===== src/hdl/mscc_pkg.sv =====
// Shared types, widths and codes of the marching-squares contour cell block.
// No dependencies; every other file takes its names from here by scope.
package mscc_pkg;

    localparam int SAMPLE_W     = 32;
    localparam int LEVEL_W      = SAMPLE_W + 2;
    localparam int SUM4_W       = LEVEL_W + 2;
    localparam int IV_W         = 31;
    localparam int COL_W        = 12;
    localparam int MAX_COLUMNS  = 4096;
    localparam int MAX_SEGMENTS = 64;
    localparam int SEG_CNT_W    = $clog2(MAX_SEGMENTS);
    localparam int MASK_W       = 4;
    localparam int CFG_IDX_W    = 2;
    localparam int CFG_DATA_W   = 32;
    localparam int DIV_STEPS    = 2;
    localparam int DIV_ITERS    = SAMPLE_W / DIV_STEPS;
    localparam int DIV_CNT_W    = $clog2(DIV_ITERS);

    localparam logic [COL_W-1:0] LAST_COLUMN = COL_W'(MAX_COLUMNS - 1);
    localparam logic [SEG_CNT_W-1:0] LAST_SEG = SEG_CNT_W'(MAX_SEGMENTS - 1);
    localparam logic [DIV_CNT_W-1:0] DIV_LAST = DIV_CNT_W'(DIV_ITERS - 1);

    localparam logic [CFG_IDX_W-1:0] CFG_INTERVAL = CFG_IDX_W'(0);
    localparam logic [CFG_IDX_W-1:0] CFG_SKIP_ZERO = CFG_IDX_W'(1);

    // side masks: bit0 top, bit1 right, bit2 bottom, bit3 left
    localparam logic [MASK_W-1:0] MASK_TOP_LEFT     = 4'h9;
    localparam logic [MASK_W-1:0] MASK_BOTTOM_RIGHT = 4'h6;
    localparam logic [MASK_W-1:0] MASK_TOP_RIGHT    = 4'h3;
    localparam logic [MASK_W-1:0] MASK_BOTTOM_LEFT  = 4'hC;

    typedef logic signed [SAMPLE_W-1:0] sample_t;
    typedef logic signed [LEVEL_W-1:0] level_t;

    typedef enum logic [2:0] {
        ST_IDLE,
        ST_PREP,
        ST_DIV,
        ST_FIRST,
        ST_LEVEL,
        ST_SADDLE2
    } seq_state_t;

    typedef struct packed {
        logic                start;
        logic [SAMPLE_W-1:0] dividend;
        logic [IV_W-1:0]     divisor;
    } div_req_t;

    typedef struct packed {
        logic            done;
        logic [IV_W-1:0] remainder;
    } div_rsp_t;

    typedef struct packed {
        logic [MASK_W-1:0] hits;
        logic              pair;
        logic              saddle;
        logic              split_tl;
    } eval_t;

endpackage


===== src/hdl/mscc_in_if.sv =====
// Input sample channel: one beat per raster column.
// Depends on mscc_pkg for the sample type.
interface mscc_in_if;
    logic               valid;
    logic               ready;
    mscc_pkg::sample_t  top_sample;
    mscc_pkg::sample_t  bottom_sample;
    logic               row_start;

    modport source (output valid, output top_sample, output bottom_sample,
                    output row_start, input ready);
    modport sink (input valid, input top_sample, input bottom_sample,
                  input row_start, output ready);
endinterface


===== src/hdl/mscc_out_if.sv =====
// Segment result channel: one beat per contour segment.
// Depends on mscc_pkg for widths.
interface mscc_out_if;
    logic                              valid;
    logic                              ready;
    mscc_pkg::sample_t                 level_value;
    logic [mscc_pkg::MASK_W-1:0]       side_mask;
    logic [mscc_pkg::COL_W-1:0]        cell_column;
    logic                              last_segment;
    logic                              truncated;

    modport source (output valid, output level_value, output side_mask,
                    output cell_column, output last_segment, output truncated,
                    input ready);
    modport sink (input valid, input level_value, input side_mask,
                  input cell_column, input last_segment, input truncated,
                  output ready);
endinterface


===== src/hdl/mscc_cfg_if.sv =====
// Configuration write channel: register index and write data per beat.
// Depends on mscc_pkg for widths.
interface mscc_cfg_if;
    logic                                valid;
    logic                                ready;
    logic [mscc_pkg::CFG_IDX_W-1:0]      index;
    logic [mscc_pkg::CFG_DATA_W-1:0]     data;

    modport source (output valid, output index, output data, input ready);
    modport sink (input valid, input index, input data, output ready);
endinterface


===== src/hdl/mscc_rem_unit.sv =====
// Iterative restoring remainder unit, two quotient bits per cycle.
// Depends on mscc_pkg for the request and response structs.
module mscc_rem_unit
(
    input  logic               clk,
    input  logic               rst_n,
    input  mscc_pkg::div_req_t req,
    output mscc_pkg::div_rsp_t rsp
);

    logic                             busy_reg, busy_next;
    logic                             done_reg, done_next;
    logic [mscc_pkg::DIV_CNT_W-1:0]   cnt_reg, cnt_next;
    logic [mscc_pkg::SAMPLE_W-1:0]    shift_reg, shift_next;
    logic [mscc_pkg::IV_W-1:0]        rem_reg, rem_next;
    logic [mscc_pkg::IV_W-1:0]        dvs_reg, dvs_next;

    always_comb
    begin
        logic [mscc_pkg::IV_W:0]       trial;
        logic [mscc_pkg::IV_W-1:0]     r;
        logic [mscc_pkg::SAMPLE_W-1:0] s;
        busy_next  = busy_reg;
        done_next  = 1'b0;
        cnt_next   = cnt_reg;
        shift_next = shift_reg;
        rem_next   = rem_reg;
        dvs_next   = dvs_reg;
        trial = '0;
        r = rem_reg;
        s = shift_reg;
        if (req.start)
        begin
            busy_next  = 1'b1;
            cnt_next   = '0;
            shift_next = req.dividend;
            rem_next   = '0;
            dvs_next   = req.divisor;
        end
        else if (busy_reg)
        begin
            for (int k = 0; k < mscc_pkg::DIV_STEPS; k++)
            begin
                trial = {r, s[mscc_pkg::SAMPLE_W-1]};
                s = {s[mscc_pkg::SAMPLE_W-2:0], 1'b0};
                if (trial >= {1'b0, dvs_reg})
                begin
                    trial = trial - {1'b0, dvs_reg};
                end
                r = trial[mscc_pkg::IV_W-1:0];
            end
            rem_next   = r;
            shift_next = s;
            cnt_next   = cnt_reg + 1'b1;
            if (cnt_reg == mscc_pkg::DIV_LAST)
            begin
                busy_next = 1'b0;
                done_next = 1'b1;
            end
        end
    end

    always_ff @(posedge clk or negedge rst_n)
    begin
        if (!rst_n)
        begin
            busy_reg <= 1'b0;
            done_reg <= 1'b0;
            cnt_reg  <= '0;
        end
        else
        begin
            busy_reg <= busy_next;
            done_reg <= done_next;
            cnt_reg  <= cnt_next;
        end
    end

    always_ff @(posedge clk)
    begin
        shift_reg <= shift_next;
        rem_reg   <= rem_next;
        dvs_reg   <= dvs_next;
    end

    assign rsp.done      = done_reg;
    assign rsp.remainder = rem_reg;

endmodule


===== src/hdl/mscc_level_eval.sv =====
// Side crossing test of one cell at one contour level, with saddle split.
// Depends on mscc_pkg for the level type and the result struct.
module mscc_level_eval
(
    input  mscc_pkg::sample_t  corner [4],
    input  mscc_pkg::level_t   level,
    input  mscc_pkg::level_t   sum,
    output mscc_pkg::eval_t    result
);

    logic [3:0]                          above;
    logic [mscc_pkg::MASK_W-1:0]         hits;
    logic signed [mscc_pkg::SUM4_W-1:0]  level4;
    logic signed [mscc_pkg::SUM4_W-1:0]  sum_ext;

    // corner order: top-left, top-right, bottom-right, bottom-left
    always_comb
    begin
        for (int i = 0; i < 4; i++)
        begin
            above[i] = mscc_pkg::level_t'(corner[i]) > level;
        end
        for (int i = 0; i < 4; i++)
        begin
            hits[i] = above[i] ^ above[(i + 1) % 4];
        end
    end

    assign level4  = mscc_pkg::SUM4_W'(level) <<< 2;
    assign sum_ext = mscc_pkg::SUM4_W'(sum);

    assign result.hits     = hits;
    assign result.pair     = ($countones(hits) == 2);
    assign result.saddle   = ($countones(hits) == 4);
    // top-left corner at or below the level while the mean is above, or the reverse
    assign result.split_tl = above[0] ^ (level4 < sum_ext);

endmodule


===== src/hdl/marching_squares_contour_cells.sv =====
// Marching-squares contour cell extractor: top level with sequencer.
// Depends on mscc_pkg, the three channel interfaces, mscc_rem_unit and
// mscc_level_eval.
//
// Feed two raster rows one column per beat on the samples channel; the
// previous column is kept, so each beat after a row start closes a square
// cell whose left edge is the previous column. For every multiple of
// contour_interval from the corner minimum up to (not including) the
// corner maximum the block emits one segment, or two for a saddle, in
// ascending level order, each carrying level, side mask and column; the
// last segment of a cell is flagged, and truncated is set on it when the
// cap of 64 segments per cell cut the list short. The block works on one
// cell at a time and drops ready meanwhile. A row start, an ignored
// column or a skipped cell leaves the sequencer idle. A cell that is
// worked out is accepted, then has minimum, maximum and sum found, then
// has the magnitude of its minimum reduced in the remainder unit (two
// quotient bits a cycle) to set the first level, which is then checked
// against the maximum; each level then emits its segment, a saddle a
// second one, stretched by any stall on the segments channel. The segment
// register lets the next column be accepted while the final segment
// still waits.
module marching_squares_contour_cells
(
    input  logic        clk,
    input  logic        rst_n,
    mscc_cfg_if.sink    cfg,
    mscc_in_if.sink     samples,
    mscc_out_if.source  segments
);

    // configuration
    logic [mscc_pkg::IV_W-1:0]      iv_reg;
    logic                           skip_reg;
    logic [mscc_pkg::IV_W-1:0]      iv_eff;

    // column history
    mscc_pkg::sample_t              prev_top_reg, prev_top_next;
    mscc_pkg::sample_t              prev_bot_reg, prev_bot_next;
    logic                           have_prev_reg, have_prev_next;
    logic [mscc_pkg::COL_W-1:0]     col_count_reg, col_count_next;

    // cell being worked on
    mscc_pkg::seq_state_t           state_reg, state_next;
    mscc_pkg::sample_t              corner_reg [4];
    mscc_pkg::sample_t              corner_next [4];
    logic [mscc_pkg::COL_W-1:0]     cell_col_reg, cell_col_next;
    mscc_pkg::sample_t              lo_reg, lo_next;
    mscc_pkg::sample_t              hi_reg, hi_next;
    mscc_pkg::level_t               sum_reg, sum_next;
    mscc_pkg::level_t               level_reg, level_next;
    logic                           live_reg, live_next;
    logic [mscc_pkg::SEG_CNT_W-1:0] seg_cnt_reg, seg_cnt_next;
    logic [mscc_pkg::MASK_W-1:0]    mask2_reg, mask2_next;

    // segment output register
    logic                           out_valid_reg, out_valid_next;
    mscc_pkg::sample_t              out_level_reg, out_level_next;
    logic [mscc_pkg::MASK_W-1:0]    out_mask_reg, out_mask_next;
    logic [mscc_pkg::COL_W-1:0]     out_col_reg, out_col_next;
    logic                           out_last_reg, out_last_next;
    logic                           out_trunc_reg, out_trunc_next;

    mscc_pkg::div_req_t             div_req;
    mscc_pkg::div_rsp_t             div_rsp;
    mscc_pkg::eval_t                eval;
    mscc_pkg::level_t               step_level;
    logic                           step_live;
    logic                           slot_free;
    logic                           in_beat;

    assign iv_eff    = (iv_reg == '0) ? mscc_pkg::IV_W'(1) : iv_reg;
    assign cfg.ready = 1'b1;

    always_ff @(posedge clk or negedge rst_n)
    begin
        if (!rst_n)
        begin
            iv_reg   <= mscc_pkg::IV_W'(1);
            skip_reg <= 1'b0;
        end
        else if (cfg.valid && cfg.ready)
        begin
            unique case (cfg.index)
                mscc_pkg::CFG_INTERVAL:
                begin
                    iv_reg <= cfg.data[mscc_pkg::IV_W-1:0];
                end
                mscc_pkg::CFG_SKIP_ZERO:
                begin
                    skip_reg <= cfg.data[0];
                end
                default:
                begin
                end
            endcase
        end
    end

    mscc_rem_unit u_rem
    (
        .clk   (clk),
        .rst_n (rst_n),
        .req   (div_req),
        .rsp   (div_rsp)
    );

    mscc_level_eval u_eval
    (
        .corner (corner_reg),
        .level  (level_reg),
        .sum    (sum_reg),
        .result (eval)
    );

    // next level and whether it still lies below the corner maximum
    assign step_level = level_reg + mscc_pkg::LEVEL_W'(iv_eff);
    assign step_live  = step_level < mscc_pkg::level_t'(hi_reg);

    assign slot_free     = !out_valid_reg || segments.ready;
    assign samples.ready = (state_reg == mscc_pkg::ST_IDLE);
    assign in_beat       = samples.valid && samples.ready;

    always_comb
    begin
        mscc_pkg::sample_t lo_a, lo_b, hi_a, hi_b;
        logic              any_zero;
        logic              more;
        logic [mscc_pkg::MASK_W-1:0] mask;

        state_next     = state_reg;
        prev_top_next  = prev_top_reg;
        prev_bot_next  = prev_bot_reg;
        have_prev_next = have_prev_reg;
        col_count_next = col_count_reg;
        corner_next    = corner_reg;
        cell_col_next  = cell_col_reg;
        lo_next        = lo_reg;
        hi_next        = hi_reg;
        sum_next       = sum_reg;
        level_next     = level_reg;
        live_next      = live_reg;
        seg_cnt_next   = seg_cnt_reg;
        mask2_next     = mask2_reg;

        out_valid_next = out_valid_reg && !segments.ready;
        out_level_next = out_level_reg;
        out_mask_next  = out_mask_reg;
        out_col_next   = out_col_reg;
        out_last_next  = out_last_reg;
        out_trunc_next = out_trunc_reg;

        div_req.start    = 1'b0;
        div_req.divisor  = iv_eff;

        lo_a     = '0;
        lo_b     = '0;
        hi_a     = '0;
        hi_b     = '0;
        any_zero = 1'b0;
        more     = 1'b0;
        mask     = '0;

        unique case (state_reg)
            mscc_pkg::ST_IDLE:
            begin
                if (in_beat)
                begin
                    if (samples.row_start || !have_prev_reg)
                    begin
                        prev_top_next  = samples.top_sample;
                        prev_bot_next  = samples.bottom_sample;
                        have_prev_next = 1'b1;
                        col_count_next = '0;
                    end
                    else if (col_count_reg < mscc_pkg::LAST_COLUMN)
                    begin
                        corner_next[0] = prev_top_reg;
                        corner_next[1] = samples.top_sample;
                        corner_next[2] = samples.bottom_sample;
                        corner_next[3] = prev_bot_reg;
                        cell_col_next  = col_count_reg;
                        prev_top_next  = samples.top_sample;
                        prev_bot_next  = samples.bottom_sample;
                        col_count_next = col_count_reg + 1'b1;
                        any_zero = (prev_top_reg == '0) || (prev_bot_reg == '0) ||
                                   (samples.top_sample == '0) ||
                                   (samples.bottom_sample == '0);
                        if (!(skip_reg && any_zero))
                        begin
                            state_next = mscc_pkg::ST_PREP;
                        end
                    end
                end
            end

            mscc_pkg::ST_PREP:
            begin
                lo_a = (corner_reg[0] < corner_reg[1]) ? corner_reg[0] : corner_reg[1];
                lo_b = (corner_reg[2] < corner_reg[3]) ? corner_reg[2] : corner_reg[3];
                hi_a = (corner_reg[0] > corner_reg[1]) ? corner_reg[0] : corner_reg[1];
                hi_b = (corner_reg[2] > corner_reg[3]) ? corner_reg[2] : corner_reg[3];
                lo_next  = (lo_a < lo_b) ? lo_a : lo_b;
                hi_next  = (hi_a > hi_b) ? hi_a : hi_b;
                sum_next = mscc_pkg::level_t'(corner_reg[0]) + mscc_pkg::level_t'(corner_reg[1])
                         + mscc_pkg::level_t'(corner_reg[2]) + mscc_pkg::level_t'(corner_reg[3]);
                div_req.start = 1'b1;
                state_next    = mscc_pkg::ST_DIV;
            end

            mscc_pkg::ST_DIV:
            begin
                // first level: smallest multiple of the interval at or above lo
                if (div_rsp.done)
                begin
                    if (lo_reg[mscc_pkg::SAMPLE_W-1])
                    begin
                        level_next = mscc_pkg::level_t'(lo_reg)
                                   + mscc_pkg::LEVEL_W'(div_rsp.remainder);
                    end
                    else if (div_rsp.remainder != '0)
                    begin
                        level_next = mscc_pkg::level_t'(lo_reg)
                                   + mscc_pkg::LEVEL_W'(iv_eff)
                                   - mscc_pkg::LEVEL_W'(div_rsp.remainder);
                    end
                    else
                    begin
                        level_next = mscc_pkg::level_t'(lo_reg);
                    end
                    state_next = mscc_pkg::ST_FIRST;
                end
            end

            mscc_pkg::ST_FIRST:
            begin
                live_next    = level_reg < mscc_pkg::level_t'(hi_reg);
                seg_cnt_next = '0;
                state_next   = mscc_pkg::ST_LEVEL;
            end

            mscc_pkg::ST_LEVEL:
            begin
                if (!live_reg)
                begin
                    state_next = mscc_pkg::ST_IDLE;
                end
                else if (eval.pair || eval.saddle)
                begin
                    if (slot_free)
                    begin
                        more = eval.pair ? step_live : 1'b1;
                        mask = eval.pair ? eval.hits
                             : (eval.split_tl ? mscc_pkg::MASK_TOP_LEFT
                                              : mscc_pkg::MASK_TOP_RIGHT);
                        mask2_next = eval.split_tl ? mscc_pkg::MASK_BOTTOM_RIGHT
                                                   : mscc_pkg::MASK_BOTTOM_LEFT;
                        out_valid_next = 1'b1;
                        out_level_next = level_reg[mscc_pkg::SAMPLE_W-1:0];
                        out_mask_next  = mask;
                        out_col_next   = cell_col_reg;
                        out_last_next  = (seg_cnt_reg == mscc_pkg::LAST_SEG) || !more;
                        out_trunc_next = (seg_cnt_reg == mscc_pkg::LAST_SEG) && more;
                        seg_cnt_next   = seg_cnt_reg + 1'b1;
                        if ((seg_cnt_reg == mscc_pkg::LAST_SEG) || !more)
                        begin
                            state_next = mscc_pkg::ST_IDLE;
                        end
                        else if (eval.saddle)
                        begin
                            state_next = mscc_pkg::ST_SADDLE2;
                        end
                        else
                        begin
                            level_next = step_level;
                            live_next  = step_live;
                        end
                    end
                end
                else
                begin
                    // no closed pair at this level: advance
                    level_next = step_level;
                    live_next  = step_live;
                end
            end

            mscc_pkg::ST_SADDLE2:
            begin
                if (slot_free)
                begin
                    out_valid_next = 1'b1;
                    out_level_next = level_reg[mscc_pkg::SAMPLE_W-1:0];
                    out_mask_next  = mask2_reg;
                    out_col_next   = cell_col_reg;
                    out_last_next  = (seg_cnt_reg == mscc_pkg::LAST_SEG) || !step_live;
                    out_trunc_next = (seg_cnt_reg == mscc_pkg::LAST_SEG) && step_live;
                    seg_cnt_next   = seg_cnt_reg + 1'b1;
                    level_next     = step_level;
                    live_next      = step_live;
                    if ((seg_cnt_reg == mscc_pkg::LAST_SEG) || !step_live)
                    begin
                        state_next = mscc_pkg::ST_IDLE;
                    end
                    else
                    begin
                        state_next = mscc_pkg::ST_LEVEL;
                    end
                end
            end

            default:
            begin
                state_next = mscc_pkg::ST_IDLE;
            end
        endcase

        // magnitude of the new minimum, taken by the remainder unit on start
        div_req.dividend = lo_next[mscc_pkg::SAMPLE_W-1] ? mscc_pkg::SAMPLE_W'(-lo_next)
                                                         : mscc_pkg::SAMPLE_W'(lo_next);
    end

    always_ff @(posedge clk or negedge rst_n)
    begin
        if (!rst_n)
        begin
            state_reg     <= mscc_pkg::ST_IDLE;
            prev_top_reg  <= '0;
            prev_bot_reg  <= '0;
            have_prev_reg <= 1'b0;
            col_count_reg <= '0;
            out_valid_reg <= 1'b0;
            live_reg      <= 1'b0;
            seg_cnt_reg   <= '0;
        end
        else
        begin
            state_reg     <= state_next;
            prev_top_reg  <= prev_top_next;
            prev_bot_reg  <= prev_bot_next;
            have_prev_reg <= have_prev_next;
            col_count_reg <= col_count_next;
            out_valid_reg <= out_valid_next;
            live_reg      <= live_next;
            seg_cnt_reg   <= seg_cnt_next;
        end
    end

    always_ff @(posedge clk)
    begin
        corner_reg    <= corner_next;
        cell_col_reg  <= cell_col_next;
        lo_reg        <= lo_next;
        hi_reg        <= hi_next;
        sum_reg       <= sum_next;
        level_reg     <= level_next;
        mask2_reg     <= mask2_next;
        out_level_reg <= out_level_next;
        out_mask_reg  <= out_mask_next;
        out_col_reg   <= out_col_next;
        out_last_reg  <= out_last_next;
        out_trunc_reg <= out_trunc_next;
    end

    assign segments.valid        = out_valid_reg;
    assign segments.level_value  = out_level_reg;
    assign segments.side_mask    = out_mask_reg;
    assign segments.cell_column  = out_col_reg;
    assign segments.last_segment = out_last_reg;
    assign segments.truncated    = out_trunc_reg;

endmodule

===== src/flat_wrapper.sv =====
// flat-port wrapper written by rule: the top's interface ports become plain ports
module marching_squares_contour_cells_flat 
  (clk, rst_n, cfg_valid, cfg_index, cfg_data, cfg_ready, samples_valid, samples_top_sample, samples_bottom_sample, samples_row_start, samples_ready, segments_valid, segments_level_value, segments_side_mask, segments_cell_column, segments_last_segment, segments_truncated, segments_ready);
  mscc_cfg_if cfg_i ();
  mscc_in_if samples_i ();
  mscc_out_if segments_i ();
  input  logic clk;
  input  logic rst_n;
  input wire logic [$bits(cfg_i.valid)-1:0] cfg_valid;
  input wire logic [$bits(cfg_i.index)-1:0] cfg_index;
  input wire logic [$bits(cfg_i.data)-1:0] cfg_data;
  output wire logic [$bits(cfg_i.ready)-1:0] cfg_ready;
  input wire logic [$bits(samples_i.valid)-1:0] samples_valid;
  input wire logic [$bits(samples_i.top_sample)-1:0] samples_top_sample;
  input wire logic [$bits(samples_i.bottom_sample)-1:0] samples_bottom_sample;
  input wire logic [$bits(samples_i.row_start)-1:0] samples_row_start;
  output wire logic [$bits(samples_i.ready)-1:0] samples_ready;
  output wire logic [$bits(segments_i.valid)-1:0] segments_valid;
  output wire logic [$bits(segments_i.level_value)-1:0] segments_level_value;
  output wire logic [$bits(segments_i.side_mask)-1:0] segments_side_mask;
  output wire logic [$bits(segments_i.cell_column)-1:0] segments_cell_column;
  output wire logic [$bits(segments_i.last_segment)-1:0] segments_last_segment;
  output wire logic [$bits(segments_i.truncated)-1:0] segments_truncated;
  input wire logic [$bits(segments_i.ready)-1:0] segments_ready;
  assign cfg_i.valid = cfg_valid;
  assign cfg_i.index = cfg_index;
  assign cfg_i.data = cfg_data;
  assign cfg_ready = cfg_i.ready;
  assign samples_i.valid = samples_valid;
  assign samples_i.top_sample = samples_top_sample;
  assign samples_i.bottom_sample = samples_bottom_sample;
  assign samples_i.row_start = samples_row_start;
  assign samples_ready = samples_i.ready;
  assign segments_valid = segments_i.valid;
  assign segments_level_value = segments_i.level_value;
  assign segments_side_mask = segments_i.side_mask;
  assign segments_cell_column = segments_i.cell_column;
  assign segments_last_segment = segments_i.last_segment;
  assign segments_truncated = segments_i.truncated;
  assign segments_i.ready = segments_ready;
  marching_squares_contour_cells u_core (.clk(clk), .rst_n(rst_n), .cfg(cfg_i), .samples(samples_i), .segments(segments_i));
endmodule

===== config.mk =====
export PLATFORM = sky130hd
export DESIGN_NAME = marching_squares_contour_cells_flat
export DESIGN_NICKNAME = d
export VERILOG_FILES = /design/src/hdl/mscc_pkg.sv /design/src/hdl/mscc_in_if.sv /design/src/hdl/mscc_out_if.sv /design/src/hdl/mscc_cfg_if.sv /design/src/hdl/mscc_rem_unit.sv /design/src/hdl/mscc_level_eval.sv /design/src/hdl/marching_squares_contour_cells.sv /design/src/flat_wrapper.sv
export SDC_FILE = /design/constraint.sdc
export NUM_CORES = 2
export LEC_CHECK = 0
export BUFFER_PORTS_ARGS = -buffer_cell sky130_fd_sc_hd__clkbuf_2
export CAP_MARGIN = 10
export CORE_MARGIN = 2
export CORE_UTILIZATION = 65
export DETAILED_ROUTE_END_ITERATION = 7
export HOLD_SLACK_MARGIN = 0.06
export MAX_ROUTING_LAYER = met4
export PLACE_DENSITY = 0.91
export SYNTH_ARGS = -nofsm -noshare
export SYNTH_HDL_FRONTEND = slang
export SYNTH_SLANG_ARGS = --single-unit

===== constraint.sdc =====
create_clock -name clk -period 20.8 [get_ports clk]
set_clock_uncertainty 0.15 [all_clocks]
set_input_delay 1.04 -clock clk [delete_from_list [all_inputs] [get_ports clk]]
set_output_delay 1.04 -clock clk [all_outputs]
set_load 0.01 [all_outputs]

==> impl_metrics.env <==
export IMPL_path_max_fanout=55
export IMPL_synthAdderAreaFrac_pct=20.1
export IMPL_slew_headroom_pct=23.2
export IMPL_crit_path_start_kind="register"
export IMPL_dieArea_mm2=0.0694
export IMPL_numCtsBuffers=59
export IMPL_slowest_delay_ns=0.90
export IMPL_fin_ws_ns=11.30
export IMPL_start_util_pct=65.3
export IMPL_cts_max_path_buffers=3
export IMPL_grt_overflow=0
export IMPL_synthSimpleGateAreaFrac_pct=13.0
export IMPL_path_buf_inv=4
export IMPL_hold_viol=0
export IMPL_crit_type="reg2reg"
export IMPL_setup_viol_count_final=0
export IMPL_worstMarginPinSlew_ns=1.14
export IMPL_synthMuxAreaShare_pct=6.75
export IMPL_core_area_mm2=0.0669
export IMPL_end_kind="register"
export IMPL_htreeDepth=2
export IMPL_cts_tree="done"
export IMPL_crit_family="compound AO/OA/AOI/OAI gates"
export IMPL_synth_area_leaders="edfxtp_1 24%, ha_1 17%, dfrtp_1 7.2%"
export IMPL_totalWireLength_mm=124
export IMPL_drt_iter0_drc=3592
export IMPL_synthCells=4497
export IMPL_synthTopCellsByCount="588 x ha_1, 361 x inv_1, 355 x edfxtp_1"
export IMPL_crit_slowest_cell="a2111oi_0"
export IMPL_fin_nets=5364
export IMPL_ys_seq_area_share_pct=34.5
export IMPL_synth_top_family_by_area="adder cells"
export IMPL_holdBufCountCts=0
export IMPL_fin_crit_sh_pct=45.7
export IMPL_synth_top_area_share_pct=24.4
export IMPL_grt_max_degree=77
export IMPL_final_antenna_net_count=0
export IMPL_grt_use_total_pct=36.4
export IMPL_vias=36300
export IMPL_first_pass_iters=6
export IMPL_die_h_um=263
export IMPL_antenna_found_initial=0
export IMPL_viasPerCell=6.56
export IMPL_drive_gt1_share_pct=9.78
export IMPL_cts_resized=0
export IMPL_ys_ff_latch=544
export IMPL_synth_edf_count=355
export IMPL_grt_first_pass_wirelength_mm=192
export IMPL_cts_root_buf="clkbuf_16"
export IMPL_syn2layout_area_growth_pct=8.30
export IMPL_rsz0062_at_grt="no"
export IMPL_synth_async_reset_ratio_pct=23.2
export IMPL_slew_viol_final=0
export IMPL_grt_pass1_vias=35500
export IMPL_setup_tns_final_ns=0
export IMPL_synth_flop_cell="edfxtp_1"
export IMPL_crit_arrival_ns=9.91
export IMPL_synth_most_common_cell="ha_1"
export IMPL_num_rows=95
export IMPL_die_w_um=263
export IMPL_clk_pin_slew_worst_paths_ns=0.06
export IMPL_synth_top_area_cell="edfxtp_1"
export IMPL_synth_compound_area_share_pct=17.0
export IMPL_synth_avg_cell_area_um2=9.72
export IMPL_largest_reg_flops=128
export IMPL_status="finished clean"
export IMPL_post_cts_buffers=0
export IMPL_place_gp_congestion=1.00
export IMPL_worstPathRequired_ns=21.22
export IMPL_drv_cap=0
export IMPL_pre_cts_ws_ns=11.45
export IMPL_io_pins=157
export IMPL_drc_errors=0
export IMPL_hp_class="in2async"
export IMPL_clk_latency_ns=0.67
export IMPL_yosys_cell_types_count=98
export IMPL_yosysWarnings=0
export IMPL_synthXorXnorAreaFrac_pct=4.37
export IMPL_synth_area_mm2=0.0437
export IMPL_fin_crit_ns=9.50
export IMPL_hpwl_mm=95.9
export IMPL_portBuffers=154
export IMPL_wl_per_cell_um=22.5
export IMPL_syn_nets=5261
export IMPL_clock_fmax_mhz=105
export IMPL_cts_sinks=544
[stage by stage]
stage | std cells | area, um^2 | utilization, % | hold slack (ns)
3_3_place_gp | 5412 | 45300 | 67.7 | 0.251
6_report | 5525 | 47300 | 70.8 | 0.238
4_1_cts | 5524 | 47300 | 70.7 | 0.262
2_1_floorplan | 4497 | 43700 | - | 0.250
3_5_place_dp | 5412 | 45300 | 67.7 | 0.255
5_1_grt | 5524 | 47300 | 70.7 | 0.273
[layer usage]
layer  routed length [um]  part of all wire [%]  GRT usage [%]
met5                    0                     0              -
met4                 6460                   5.2           17.0
met3                10200                   8.2           4.83
met2                57300                    46           58.3
met1                50200                    40           46.2
[cell usage in the layout (no fill, tap or decap), types with 44 or more instances in the layout]
cell type    n
a211oi_1    48
a21o_1     152
a21oi_1    325
clkbuf_16   60
clkbuf_2   153
dfrtp_1    124
dfxtp_1     62
edfxtp_1   355
fa_1        72
ha_1       588
inv_1      360
mux2_2     117
mux2i_1    162
nand2_1    291
nand2b_1    68
nand3_1     79
nand4_1     89
nor2_1     260
nor2b_1     66
nor3_1      64
nor4_1      60
o211ai_1    45
o21a_1      44
o21ai_0    296
xnor2_1    134
xor2_1      84
[cell families after synthesis]
group	count (synthesis)
AOI/OAI and AO/OA	1170
xor gates and xnor gates	218
adders and majority gates	660
buffers and inverters	498
DFF	544
muxes	280
other	1
and+or+nand+nor	1126
[worst paths after layout]
kind	startpoint	end	slack [ns]	depth (start not counted)
worst min register to register	u_core.cell_col_reg[2]$_DFFE_PP_	u_core.segments.cell_column[2]$_DFFE_PP_	0.27	0
max in group asynchronous	rst_n	u_core.u_rem.busy_reg$_DFF_PN0_	18.98	2
worst min-delay path	rst_n	u_core.col_count_reg[0]$_DFFE_PN0P_	0.24	1
worst max-delay path	u_core.u_rem.shift_reg[31]$_DFFE_PP_	u_core.u_rem.rem_reg[18]$_SDFFE_PP0P_	11.30	30
worst max register to register	u_core.u_rem.shift_reg[31]$_DFFE_PP_	u_core.u_rem.rem_reg[18]$_SDFFE_PP0P_	11.30	30
min in group clk	u_core.cell_col_reg[2]$_DFFE_PP_	u_core.segments.cell_column[2]$_DFFE_PP_	0.27	0
[cell type report]
| type | count | area [um^2] |
|---|---|---|
| clock inverters | 27 | 327 |
| inverters | 362 | 1370 |
| well taps | 873 | 1090 |
| diodes | 1 | 2.50 |
| flip-flops and latches | 544 | 15100 |
| multi-input cells | 3455 | 26800 |
| repair buffers | 178 | 957 |
| clock buffers | 85 | 1720 |
| fillers | 4808 | 19600 |
Power is not shown: default switching activity piles up to over one toggle a cycle in this logic, so the estimate is an artifact.
